===== src/hdl/assert_macros.svh =====
// assertion macros shared by the projection pipeline modules
`ifndef ASSERT_MACROS_SVH
`define ASSERT_MACROS_SVH
`ifndef SYNTHESIS
`define ASSERT_ALWAYS(label, clk, rst, expr) \
  label: assert property (@(posedge clk) disable iff (rst) (expr)) \
    else $error("assertion failed");
`define ASSERT_IMPLY(label, clk, rst, ante, cons) \
  label: assert property (@(posedge clk) disable iff (rst) (ante) |-> (cons)) \
    else $error("assertion failed");
`define ASSERT_NEXT(label, clk, rst, ante, cons) \
  label: assert property (@(posedge clk) disable iff (rst) (ante) |=> (cons)) \
    else $error("assertion failed");
`else
`define ASSERT_ALWAYS(label, clk, rst, expr)
`define ASSERT_IMPLY(label, clk, rst, ante, cons)
`define ASSERT_NEXT(label, clk, rst, ante, cons)
`endif
`endif


===== src/hdl/ppts_pkg.sv =====
// shared types and constants of the perspective projection pipeline
`timescale 1ns / 1ps

package ppts_pkg;

  localparam int COORD_W   = 32;
  localparam int NUM_W     = 63;
  localparam int MAG_W     = 49;
  localparam int SPAN_W    = 13;
  localparam int CFG_IDX_W = 2;

  localparam logic [MAG_W-1:0] MAG_LIMIT = 49'h1_0000_0000_0000;

  typedef enum logic [CFG_IDX_W-1:0] {
    REG_VIEW_DIST = 2'd0,
    REG_ASPECT    = 2'd1,
    REG_VP_WIDTH  = 2'd2,
    REG_VP_HEIGHT = 2'd3
  } cfg_reg_t;

  typedef struct packed {
    logic               skip;
    logic               zdepth;
    logic               xneg;
    logic               yneg;
    logic               nx_nz;
    logic               ny_nz;
    logic               last;
    logic [COORD_W-1:0] raw_x;
    logic [COORD_W-1:0] raw_y;
  } side_t;

  typedef struct packed {
    logic [NUM_W-1:0]   wx;
    logic [NUM_W-1:0]   wy;
    logic [COORD_W-1:0] rx;
    logic [COORD_W-1:0] ry;
    logic [COORD_W-1:0] zm;
    side_t              side;
  } div_stage_t;

  typedef struct packed {
    logic [COORD_W-1:0] screen_x;
    logic [COORD_W-1:0] screen_y;
    logic               skipped;
    logic               zero_depth;
    logic               saturated;
    logic               last;
  } result_t;

endpackage


===== src/hdl/ppts_outbuf.sv =====
// two-entry output buffer that decouples pipeline advance from the consumer
`timescale 1ns / 1ps
`include "assert_macros.svh"

module ppts_outbuf (
  input  logic              clk,
  input  logic              rst,
  input  logic              in_vld,
  input  ppts_pkg::result_t in_res,
  output logic              take,
  input  logic              out_rdy,
  output logic              out_vld,
  output ppts_pkg::result_t out_res
);

  logic              head_valid, skid_valid;
  ppts_pkg::result_t head, skid;
  logic              push, pop;

  assign take = !skid_valid;
  assign push = in_vld && take;
  assign pop  = head_valid && out_rdy;

  always_ff @(posedge clk) begin
    if (rst) begin
      head_valid <= 1'b0;
      skid_valid <= 1'b0;
    end else if (pop) begin
      if (skid_valid) begin
        skid_valid <= 1'b0;
      end else if (!push) begin
        head_valid <= 1'b0;
      end
    end else if (push) begin
      if (head_valid) begin
        skid_valid <= 1'b1;
      end else begin
        head_valid <= 1'b1;
      end
    end
  end

  always_ff @(posedge clk) begin
    if (pop) begin
      if (skid_valid) begin
        head <= skid;
      end else if (push) begin
        head <= in_res;
      end
    end else if (push) begin
      if (head_valid) begin
        skid <= in_res;
      end else begin
        head <= in_res;
      end
    end
  end

  assign out_vld = head_valid;
  assign out_res = head;

  `ASSERT_IMPLY(a_skid_needs_head, clk, rst, skid_valid, head_valid)
  `ASSERT_NEXT(a_skid_fills, clk, rst, push && head_valid && !pop, skid_valid && head_valid)

endmodule


===== config.mk =====
export PLATFORM = sky130hd
export DESIGN_NAME = ppts_outbuf
export DESIGN_NICKNAME = d
export VERILOG_FILES = /design/src/hdl/ppts_pkg.sv /design/src/hdl/ppts_outbuf.sv
export VERILOG_INCLUDE_DIRS = /design/src /design/src/hdl
export SDC_FILE = /design/constraint.sdc
export NUM_CORES = 1
export LEC_CHECK = 0
export ABC_AREA = 1
export BUFFER_PORTS_ARGS = -buffer_cell sky130_fd_sc_hd__buf_2
export CAP_MARGIN = 20
export CORE_UTILIZATION = 52
export CTS_CLUSTER_DIAMETER = 200
export DETAILED_ROUTE_END_ITERATION = 8
export GPL_ROUTABILITY_DRIVEN = 0
export PLACE_DENSITY = 0.79
export SKIP_LAST_GASP = 1
export SLEW_MARGIN = 15
export SYNTH_ARGS = -nofsm -noshare
export SYNTH_HDL_FRONTEND = slang
export SYNTH_SLANG_ARGS = --single-unit

===== constraint.sdc =====
create_clock -name clk -period 8.7 [get_ports clk]
set_input_delay 1.74 -clock clk [delete_from_list [all_inputs] [get_ports clk]]
set_output_delay 1.74 -clock clk [all_outputs]
set_load 0.005 [all_outputs]

==> results of run 1 <==
==> tightest hold or removal path: stages (launching register included) <==
cell,delay [ps]
edfxtp_1,320
nand4_1,90
nand2_1,60
==> metrics by stage <==
stage,setup slack (ps),hold slack (ps)
finish,4560,565
global route,4330,581
CTS,4580,566
detailed placement,4050,552
global placement,4170,545
floorplan,1330,540
==> power groups by stage <==
stage	Sequential, mW	Combinational, mW	Clock (mW)
3_5_place_dp	0.808	0.127	0
2_1_floorplan	0.812	0.0645	0
3_3_place_gp	0.807	0.122	0
5_1_grt	0.798	0.142	0.695
4_1_cts	0.795	0.128	0.668
6_report	0.794	0.126	0.658
==> final timing paths <==
| check | startpoint | to |
|---|---|---|
| worst max-delay path | out_rdy | out_res[40] |
| worst min-delay path | skid[18] | out_res[18] |
| worst max register to register | out_vld | out_res[40] |
| worst min register to register | skid[18] | out_res[18] |
==> logic make-up after synthesis <==
logic type | after synthesis
and+or+nand+nor | 215
adders and majority gates | 1
DFF | 138
buffers and inverters | 34
AOI/OAI and AO/OA | 3
==> routing by layer <==
layer / vias to the layer above / share of wire [%]
li1: 1717 / -
met2: 178 / 50
met1: 1654 / 39
met4: 0 / 1.6
met5: - / 0
met3: 17 / 8.8
==> final cells by class <==
class / instances / share of cell area (%)
flip-flops and latches: 138 / 62.2
multi-input cells: 219 / 15.5
repair buffers: 148 / 11.4
clock buffers: 18 / 6.29
well taps: 133 / 2.51
clock inverters: 14 / 1.98
inverters: 3 / 0.170
==> state kept, by name (all words and copies together), names as in the netlist <==
register    count
skid           68
skid_valid      1
out_res        68
out_vld         1
==> cells in the final DEF (no fill, tap or decap) <==
master	synthesis	layout
o21bai_1	1	1
edfxtp_1	136	136
buf_4	1	7
clkinvlp_4	0	3
nor2_1	5	4
o21ai_0	1	1
clkbuf_1	6	1
buf_2	21	141
ha_1	1	1
dfxtp_2	0	2
clkbuf_8	0	1
nand2_1	140	140
clkinv_1	0	3
clkinv_2	0	4
nor2_4	0	1
clkbuf_16	0	16
nand3_2	1	1
bufinv_16	0	2
clkinv_4	0	2
a21oi_1	1	1
inv_1	3	3
nor3_2	0	1
nand4_1	68	68
==> summary.txt, run 1 <==
Logic synthesis
  – #FFs+latches synth: 138
  – Mux contribution to synthesized area: 0%
  – Ranking of synthesized cells by area: edfxtp_1 77%, nand2_1 9.9%, nand4_1 8.0%, buf_2 2.0%, dfxtp_1 0.75%
  – Post-synthesis adder-cell area fraction: 0.235%
  – Yosys top cell by area: edfxtp_1
  – Post-Syn Area: 0.00532 mm^2
  – Synthesis warning total: 0
  – Synth Area in Simple Gates: between 10% and 20%
  – Post-synth ARST share: 0%
  – Syn Inst Count: just under 400
  – Synth Area in Compound Gates: 0.329%
  – Sequential-to-total area share from yosys stat: 77.5%
  – Synth top cells by count: 140 x nand2_1, 136 x edfxtp_1, 68 x nand4_1
  – Post-synth EDFFs: 136
  – Post-synthesis xor/xnor area fraction: 0%
  – Distinct cell type count after synthesis: 16
  – Syn avg cell area: between 10 and 15 um^2
  – Post-synthesis net count: 464
  – Synth top area share: 76.8%
  – Largest family of logic cells by synthesized area: simple AND/OR/NAND/NOR gates
  – Cell with the most instances after synthesis: nand2_1
  – Top_reg_cell synth: edfxtp_1

Detailed routing
  – Final WL: 10.7 mm
  – Residual DRC count: 0
  – Initial drt markers: 188
  – Post-DRT Antenna Nets: 0
  – Via-to-Cell Ratio: about 5.3
  – Vias: roughly 3600
  – DR WL/cell: 15.8 um
  – First-pass iteration count of the detailed router: 4

Worst setup path
  – R2R Setup Slk: 5990 ps
  – Critical path depth: 7
  – Crit end category: flip-flop
  – Data required time of the critical path: 8840 ps
  – Number of buffers and inverters on the critical path: 3
  – Slowest-stage cell, CP: buf_4
  – Worst path most repeated cell: buf_4
  – Crit path max-delay family: buffers and inverters
  – Worst-path maximum fanout: a little over 70
  – Critical path launch point type: input pin
  – Critical path's largest stage delay: 600 ps
  – Worst EP arrival: 4280 ps
  – Setup Crit Path Kind: input pin to flip-flop
  – CP cell instances: buf_2 > buf_4 > nand2_1 > ha_1 > o21bai_1 > nor2_4 > buf_4
  – Worst r2r path cells: 5

Final layout
  – Layout Utilization: 67.3%
  – Reg area: between 0.004 and 0.005 mm^2
  – Area Overhead vs Synth: 24.8%
  – # nets final: 600
  – Non-filler cells, final: approximately 670
  – Final Cell Area: 0.00664 mm^2
  – Ratio of cells with drive above 1 in the final layout: 33.5%
  – FILL cells: 695
  – Footprint of the multi-input gates: between 0.001 and 0.0015 mm^2
  – Antenna diode count: 0

Global routing
  – Met2 Use GR: about a third
  – Overall Global Routing Usage: approximately a fifth
  – Vias in the first global route: between 3000 and 4000
  – Met1 usage: 26.6%
  – GRT busiest layer: met2
  – Largest net degree at the start of global routing: 73
  – Initial antenna violation count: 1
  – First-pass GRT wire length: between 15 and 20 mm
  – Global route overflow: 0
  – Met3 usage: 6.64%

CTS
  – Post-CTS Resized: 0
  – CTS tree: yes
  – Clock transition at the registers of the reported paths: approximately 60 ps
  – Hold buffers post-CTS: 0
  – CTS sink count: 138
  – # H-tree levels: 4
  – Worst-case clock buffer depth: 2
  – Worst skew pair latency: 510 ps
  – Setup bufs post-CTS: 0
  – CTS root buf: clkbuf_8
  – Num CTS Buffers: 17

Floorplanning
  – Row count: 36
  – Vert. Die Dim: 103 um
  – Core Region: 0.00986 mm^2
  – Die ar.: 0.0106 mm^2
  – Ports: 142
  – Starting density of the core: 53.9%
  – DIE WIDTH: 103 um

Power
  – Sequential power share: around half
  – Switching power share of the total: between 20 and 25%
  – Static leakage: 2.73 nW
  – Worst vdd ir: 0.120 mV
  – Design Power: 1.58 mW
  – Clock power frac: around two fifths
  – Power Dens Cells: about 240 mW/mm^2
  – Switching Power: 0.353 mW
  – Comb power frac: around 8%
  – Int Power: 1.23 mW

Placement
  – Instance area at placement: 0.00609 mm^2
  – Port buffer count: 141
  – Placed Cells: 641
  – Hpwl dp: 6.36 mm

STA
  – RSZ-0062 raised after global routing: false
  – Setup TNS: 0 ps
  – Final setup viols: 0
  – Final min period: 4140 ps
  – Fin crit share: a little under half
  – Final Slew Violations: 0
  – Slew headroom: 48.8%
  – Worst Tran Pin Value: 769 ps
  – Setup Skew: 5.37 ps
  – Hold Fails Final Rpt: 0
  – Fmax: roughly 240 MHz

Worst hold path
  – Worst min path class: flip-flop to flip-flop
  – Hold Path Depth: 2

Flow run
  – Max_cap viols: 0

Status
  – Status: completed
No activity file was read; power rests on OpenSTA's default activity.
==> run 2: changes to the inputs <==
==> constraint.sdc (replaced) <==
create_clock -name clk -period 4.04 [get_ports clk]
set_input_delay 0.808 -clock clk [delete_from_list [all_inputs] [get_ports clk]]
set_output_delay 0.808 -clock clk [all_outputs]
set_load 0.005 [all_outputs]
==> run 2 against run 1 <==
Net effect:
- worst hold slack lost 93 ps
- clock power grew 140%
- cell area grew 1.5%
- largest cell class unchanged
==> summary.txt, run 2 (synthesized netlist as in run 1, its figures left out) <==
STA
  – RSZ-0062 raised after global routing: false
  – Fmax: around 350 MHz
  – Final min period: ~2900 ps
  – Fin crit share: 71.1%
  – Setup TNS: 0 ps
  – Slew headroom: 46.8%
  – Worst Tran Pin Value: 799 ps
  – Final Slew Violations: 0
  – Final setup viols: 0
  – Setup Skew: 4.99 ps
  – Hold Fails Final Rpt: 0

CTS
  – CTS sink count: 138
  – CTS tree: yes
  – Worst skew pair latency: roughly 520 ps
  – Worst-case clock buffer depth: 2
  – # H-tree levels: 4
  – Setup bufs post-CTS: 0
  – Num CTS Buffers: 17
  – CTS root buf: clkbuf_8
  – Hold buffers post-CTS: 0
  – Post-CTS Resized: 0
  – Clock transition at the registers of the reported paths: 60 ps

Global routing
  – Vias in the first global route: 3229
  – Overall Global Routing Usage: 21.5%
  – First-pass GRT wire length: approximately 16 mm
  – Global route overflow: 0
  – Largest net degree at the start of global routing: 52
  – Initial antenna violation count: 2

Worst setup path
  – R2r startpoint: out_vld
  – Crit path launch: out_vld
  – R2R Setup Slk: 1400 ps
  – Data required time of the critical path: 3230 ps
  – Critical path launch point type: flip-flop
  – Setup Crit Path Kind: flip-flop to output port
  – Worst-path maximum fanout: 40
  – Worst EP arrival: 2060 ps
  – RR Endpoint: out_res[45]
  – Crit end category: output port
  – Worst r2r path cells: 5

Power
  – Int Power: 2.83 mW
  – Static leakage: 2.77 nW
  – Switching power share of the total: 21.3%
  – Worst vdd ir: between 0.2 and 0.3 mV
  – Comb power frac: under 10%
  – Sequential power share: around half
  – Clock power frac: 44.6%
  – Power Dens Cells: 533 mW/mm^2
  – Switching Power: 0.766 mW

Floorplanning
  – Die ar.: 0.0106 mm^2
  – Ports: 142
  – Core Region: about 0.0099 mm^2
  – DIE WIDTH: 103 um
  – Starting density of the core: 53.9%
  – Row count: 36
  – Vert. Die Dim: about 100 um

Placement
  – Port buffer count: 141
  – Hpwl dp: ~6.6 mm

Detailed routing
  – First-pass iteration count of the detailed router: 4
  – Residual DRC count: 0
  – DR WL/cell: 16.0 um
  – Initial drt markers: slightly below 200
  – Post-DRT Antenna Nets: 0
  – Vias: 3620
  – Final WL: 10.8 mm
  – Via-to-Cell Ratio: about 5.4

Worst hold path
  – Hold Crit Start: in_res[59]
  – WHS Endpoint: skid[59]
  – Hold Path Depth: 1
  – Worst min path class: input pin to flip-flop

Final layout
  – Commonest non-fill, non-tap cells in the layout: 141 x buf_2, 140 x nand2_1, 136 x edfxtp_1
  – # nets final: 600
  – Layout Utilization: 68.3%
  – Area Overhead vs Synth: 26.7%
  – Commonest non-fill, non-tap cell in the layout: buf_2
  – Ratio of cells with drive above 1 in the final layout: 34.1%

Flow run
  – Max_cap viols: 0

Status
  – Status: completed
==> run 2: area by class of cell <==
type / instances / area (um^2)
diodes: 1 / 2.50
fillers: 708 / 3130
flip-flops and latches: 138 / 4130
repair buffers: 148 / 771
multi-input cells: 219 / 1030
inverters: 3 / 11.3
clock buffers: 21 / 459
clock inverters: 11 / 168
well taps: 133 / 166
==> run 2: worst max-delay path, stage by stage (launching register included) <==
cell	delay [ps]
dfxtp_2	840
buf_4	490
buf_2	190
==> run 2: stage by stage <==
step | total power, mW | setup slack (ps) | instances | hold WS, ps | instance area (um^2)
after floorplan | 1.88 | 476 | 391 | 540 | 5330
after global placement | 2.01 | 1010 | 641 | 545 | 6110
after detailed placement | 2.02 | 932 | 641 | 549 | 6110
after CTS | 3.62 | 1170 | 673 | 447 | 6740
after global routing | 3.71 | 1060 | 673 | 445 | 6740
final | 3.59 | 1170 | 674 | 472 | 6740
==> run 2: power groups by stage <==
stage | sequential, mW | combinational [mW] | clock, mW
after floorplan | 1.74 | 0.141 | 0
after global placement | 1.75 | 0.254 | 0
after detailed placement | 1.75 | 0.265 | 0
after CTS | 1.73 | 0.265 | 1.63
after global routing | 1.74 | 0.294 | 1.68
final | 1.73 | 0.263 | 1.60
==> run 2: metal layers <==
| metal | vias to the layer above | GRT usage [%] | part of all wire, % |
|---|---|---|---|
| met5 | - | 0 | 0.074 |
| met4 | 2 | 8.23 | 1.5 |
| met3 | 20 | 7.86 | 8.7 |
| met2 | 171 | 33.3 | 49 |
| met1 | 1710 | 27.9 | 41 |
| li1 | 1717 | - | - |
==> run 2: how the worst max path moves through the flow <==
stage	endpoint	slack (ps)	depth (start not counted)
3_3_place_gp	out_res[48]	1010	5
5_1_grt	out_vld	1060	2
6_report	out_vld	1170	2
2_1_floorplan	out_res[0]	480	5
4_1_cts	out_vld	1170	2
3_5_place_dp	out_res[54]	930	5
==> run 3: changes to the inputs <==
==> constraint.sdc (replaced) <==
create_clock -name clk -period 2.75 [get_ports clk]
set_input_delay 0.55 -clock clk [delete_from_list [all_inputs] [get_ports clk]]
set_output_delay 0.55 -clock clk [all_outputs]
set_load 0.005 [all_outputs]
==> run 3 against run 2 <==
Net effect:
- non-clock buffer count increased by 4
- clock skew increased by 2.6 ps
- die area unchanged
- via count increased by 0.25%
- count of clock-buffer cells in the layout decreased by 3
- first-iteration DRC count decreased by 0.51%
- largest cell class unchanged
- largest power group unchanged
==> summary.txt, run 3 (synthesized netlist as in run 1, its figures left out) <==
Status
  – Status: completed

Worst setup path
  – Worst-path maximum fanout: 37
  – Worst r2r path cells: 5
  – Worst EP arrival: 1680 ps
  – RR Endpoint: out_res[52]
  – Crit path launch: skid_valid
  – Data required time of the critical path: 2200 ps
  – Crit path to: take
  – R2R Setup Slk: 560 ps
  – Setup Crit Path Kind: flip-flop to output port
  – Crit end category: output port
  – Critical path launch point type: flip-flop
  – R2r startpoint: skid_valid

Global routing
  – Global route overflow: 0
  – Largest net degree at the start of global routing: 69
  – Vias in the first global route: approximately 3300
  – Overall Global Routing Usage: between 20% and 30%
  – First-pass GRT wire length: 16.3 mm
  – Initial antenna violation count: 0

Floorplanning
  – Die ar.: between 0.01 and 0.015 mm^2
  – DIE WIDTH: 103 um
  – Ports: around 140
  – Core Region: 0.00986 mm^2
  – Vert. Die Dim: 103 um
  – Starting density of the core: a little over half
  – Row count: 36

STA
  – Worst Tran Pin Value: 735 ps
  – Final min period: 2230 ps
  – Final WS setup: 523 ps
  – Fin crit share: between 80 and 90%
  – Setup Skew: 7.57 ps
  – Fmax: 449 MHz
  – Final setup viols: 0
  – Slew headroom: 51.0%
  – Hold WS: 234 ps
  – Final Slew Violations: 0
  – Hold Fails Final Rpt: 0
  – RSZ-0062 raised after global routing: false

Placement
  – Hpwl dp: just under 7 mm
  – Placement Setup Slack: 608 ps
  – Port buffer count: roughly 140

Power
  – Sequential power share: between 40 and 50%
  – Power Dens Cells: approximately 750 mW/mm^2
  – Comb power frac: 8.2%
  – Clock power frac: 42.0%
  – Switching power share of the total: 22.7%
  – Int Power: about 3.9 mW
  – Static leakage: between 2 and 3 nW
  – Switching Power: 1.15 mW
  – Worst vdd ir: 0.519 mV

CTS
  – CTS sink count: 138
  – Worst skew pair latency: 500 ps
  – # H-tree levels: 4
  – Num CTS Buffers: 17
  – Clock transition at the registers of the reported paths: 60 ps
  – Hold buffers post-CTS: 0
  – CTS root buf: clkbuf_8
  – Post-CTS Resized: 0
  – Worst-case clock buffer depth: 2
  – CTS tree: yes
  – Setup bufs post-CTS: 0

Detailed routing
  – Residual DRC count: 0
  – Via-to-Cell Ratio: 5.36
  – Vias: 3629
  – Final WL: 10.8 mm
  – DR WL/cell: 16.0 um
  – Post-DRT Antenna Nets: 0
  – First-pass iteration count of the detailed router: 4
  – Initial drt markers: roughly 200

Final layout
  – Ratio of cells with drive above 1 in the final layout: 34.4%
  – # nets final: 604
  – Commonest non-fill, non-tap cells in the layout: 141 x buf_2, 140 x nand2_1, 136 x edfxtp_1
  – Area Overhead vs Synth: 26.1%
  – Antenna diode count: 0
  – Commonest non-fill, non-tap cell in the layout: buf_2
  – FILL cells: 696

Flow run
  – Max_cap viols: 0

Worst hold path
  – Worst min path class: input pin to flip-flop
[run 3: cell count changes in the layout (fill, tap and decap cells not counted), sizes merged]
cell	change
clkinv	+5
clkinvlp	-2
diode	-1
bufinv	-2
buf	+4
inv	+2
clkbuf	-3
[run 3: metrics by stage]
stage | total power, mW | TNS [ps] | util, % | std cells | instance area, um^2
6_report | 5.06 | 0 | 68.0 | 677 | 6710
5_1_grt | 5.23 | 0 | 68.0 | 677 | 6710
4_1_cts | 5.09 | 0 | 68.0 | 677 | 6710
3_5_place_dp | 2.97 | 0 | 62.2 | 645 | 6140
3_3_place_gp | 2.95 | 0 | 62.2 | 645 | 6140
2_1_floorplan | 2.77 | -11090 | - | 391 | 5360
[run 3: how the worst min path moves through the flow]
stage,start,to,slack [ps],depth (start not counted)
5_1_grt,in_res[59],skid[59],200,1
6_report,in_res[59],skid[59],230,1
4_1_cts,in_res[59],skid[59],210,1
2_1_floorplan,skid[0],out_res[0],540,2
3_5_place_dp,skid[43],out_res[43],550,2
3_3_place_gp,out_vld,skid_valid,540,3
[run 3: layout make-up]
type                            count  area [um^2]  share of cell area, %
Inverter                            3         11.3                  0.168
Clock inverter                     14          149                   2.22
Tap cell                          133          166                   2.48
Sequential cell                   138         4130                   61.5
Timing Repair Buffer              152          801                   11.9
Multi-Input combinational cell    219         1030                   15.4
Clock buffer                       18          418                   6.23
[run 3: power by group through the flow]
stage	Sequential [mW]	Combinational [mW]	Clock, mW
after floorplan	2.56	0.212	0
after global placement	2.56	0.398	0
after detailed placement	2.56	0.416	0
after CTS	2.52	0.419	2.16
after global routing	2.53	0.462	2.25
final	2.52	0.416	2.13
[run 3: metal layers]
layer  up-vias  part of all wire (%)  track usage, %
met5         -                     0               0
met4         0                  0.70            6.50
met3         7                   7.7            5.83
met2       184                    48            33.7
met1      1720                    44            28.7
li1       1718                     -               -
[run 3: worst max-delay path, stage by stage (launching register included)]
cell     delay, ps
dfxtp_2        800
inv_1          180
buf_2          190
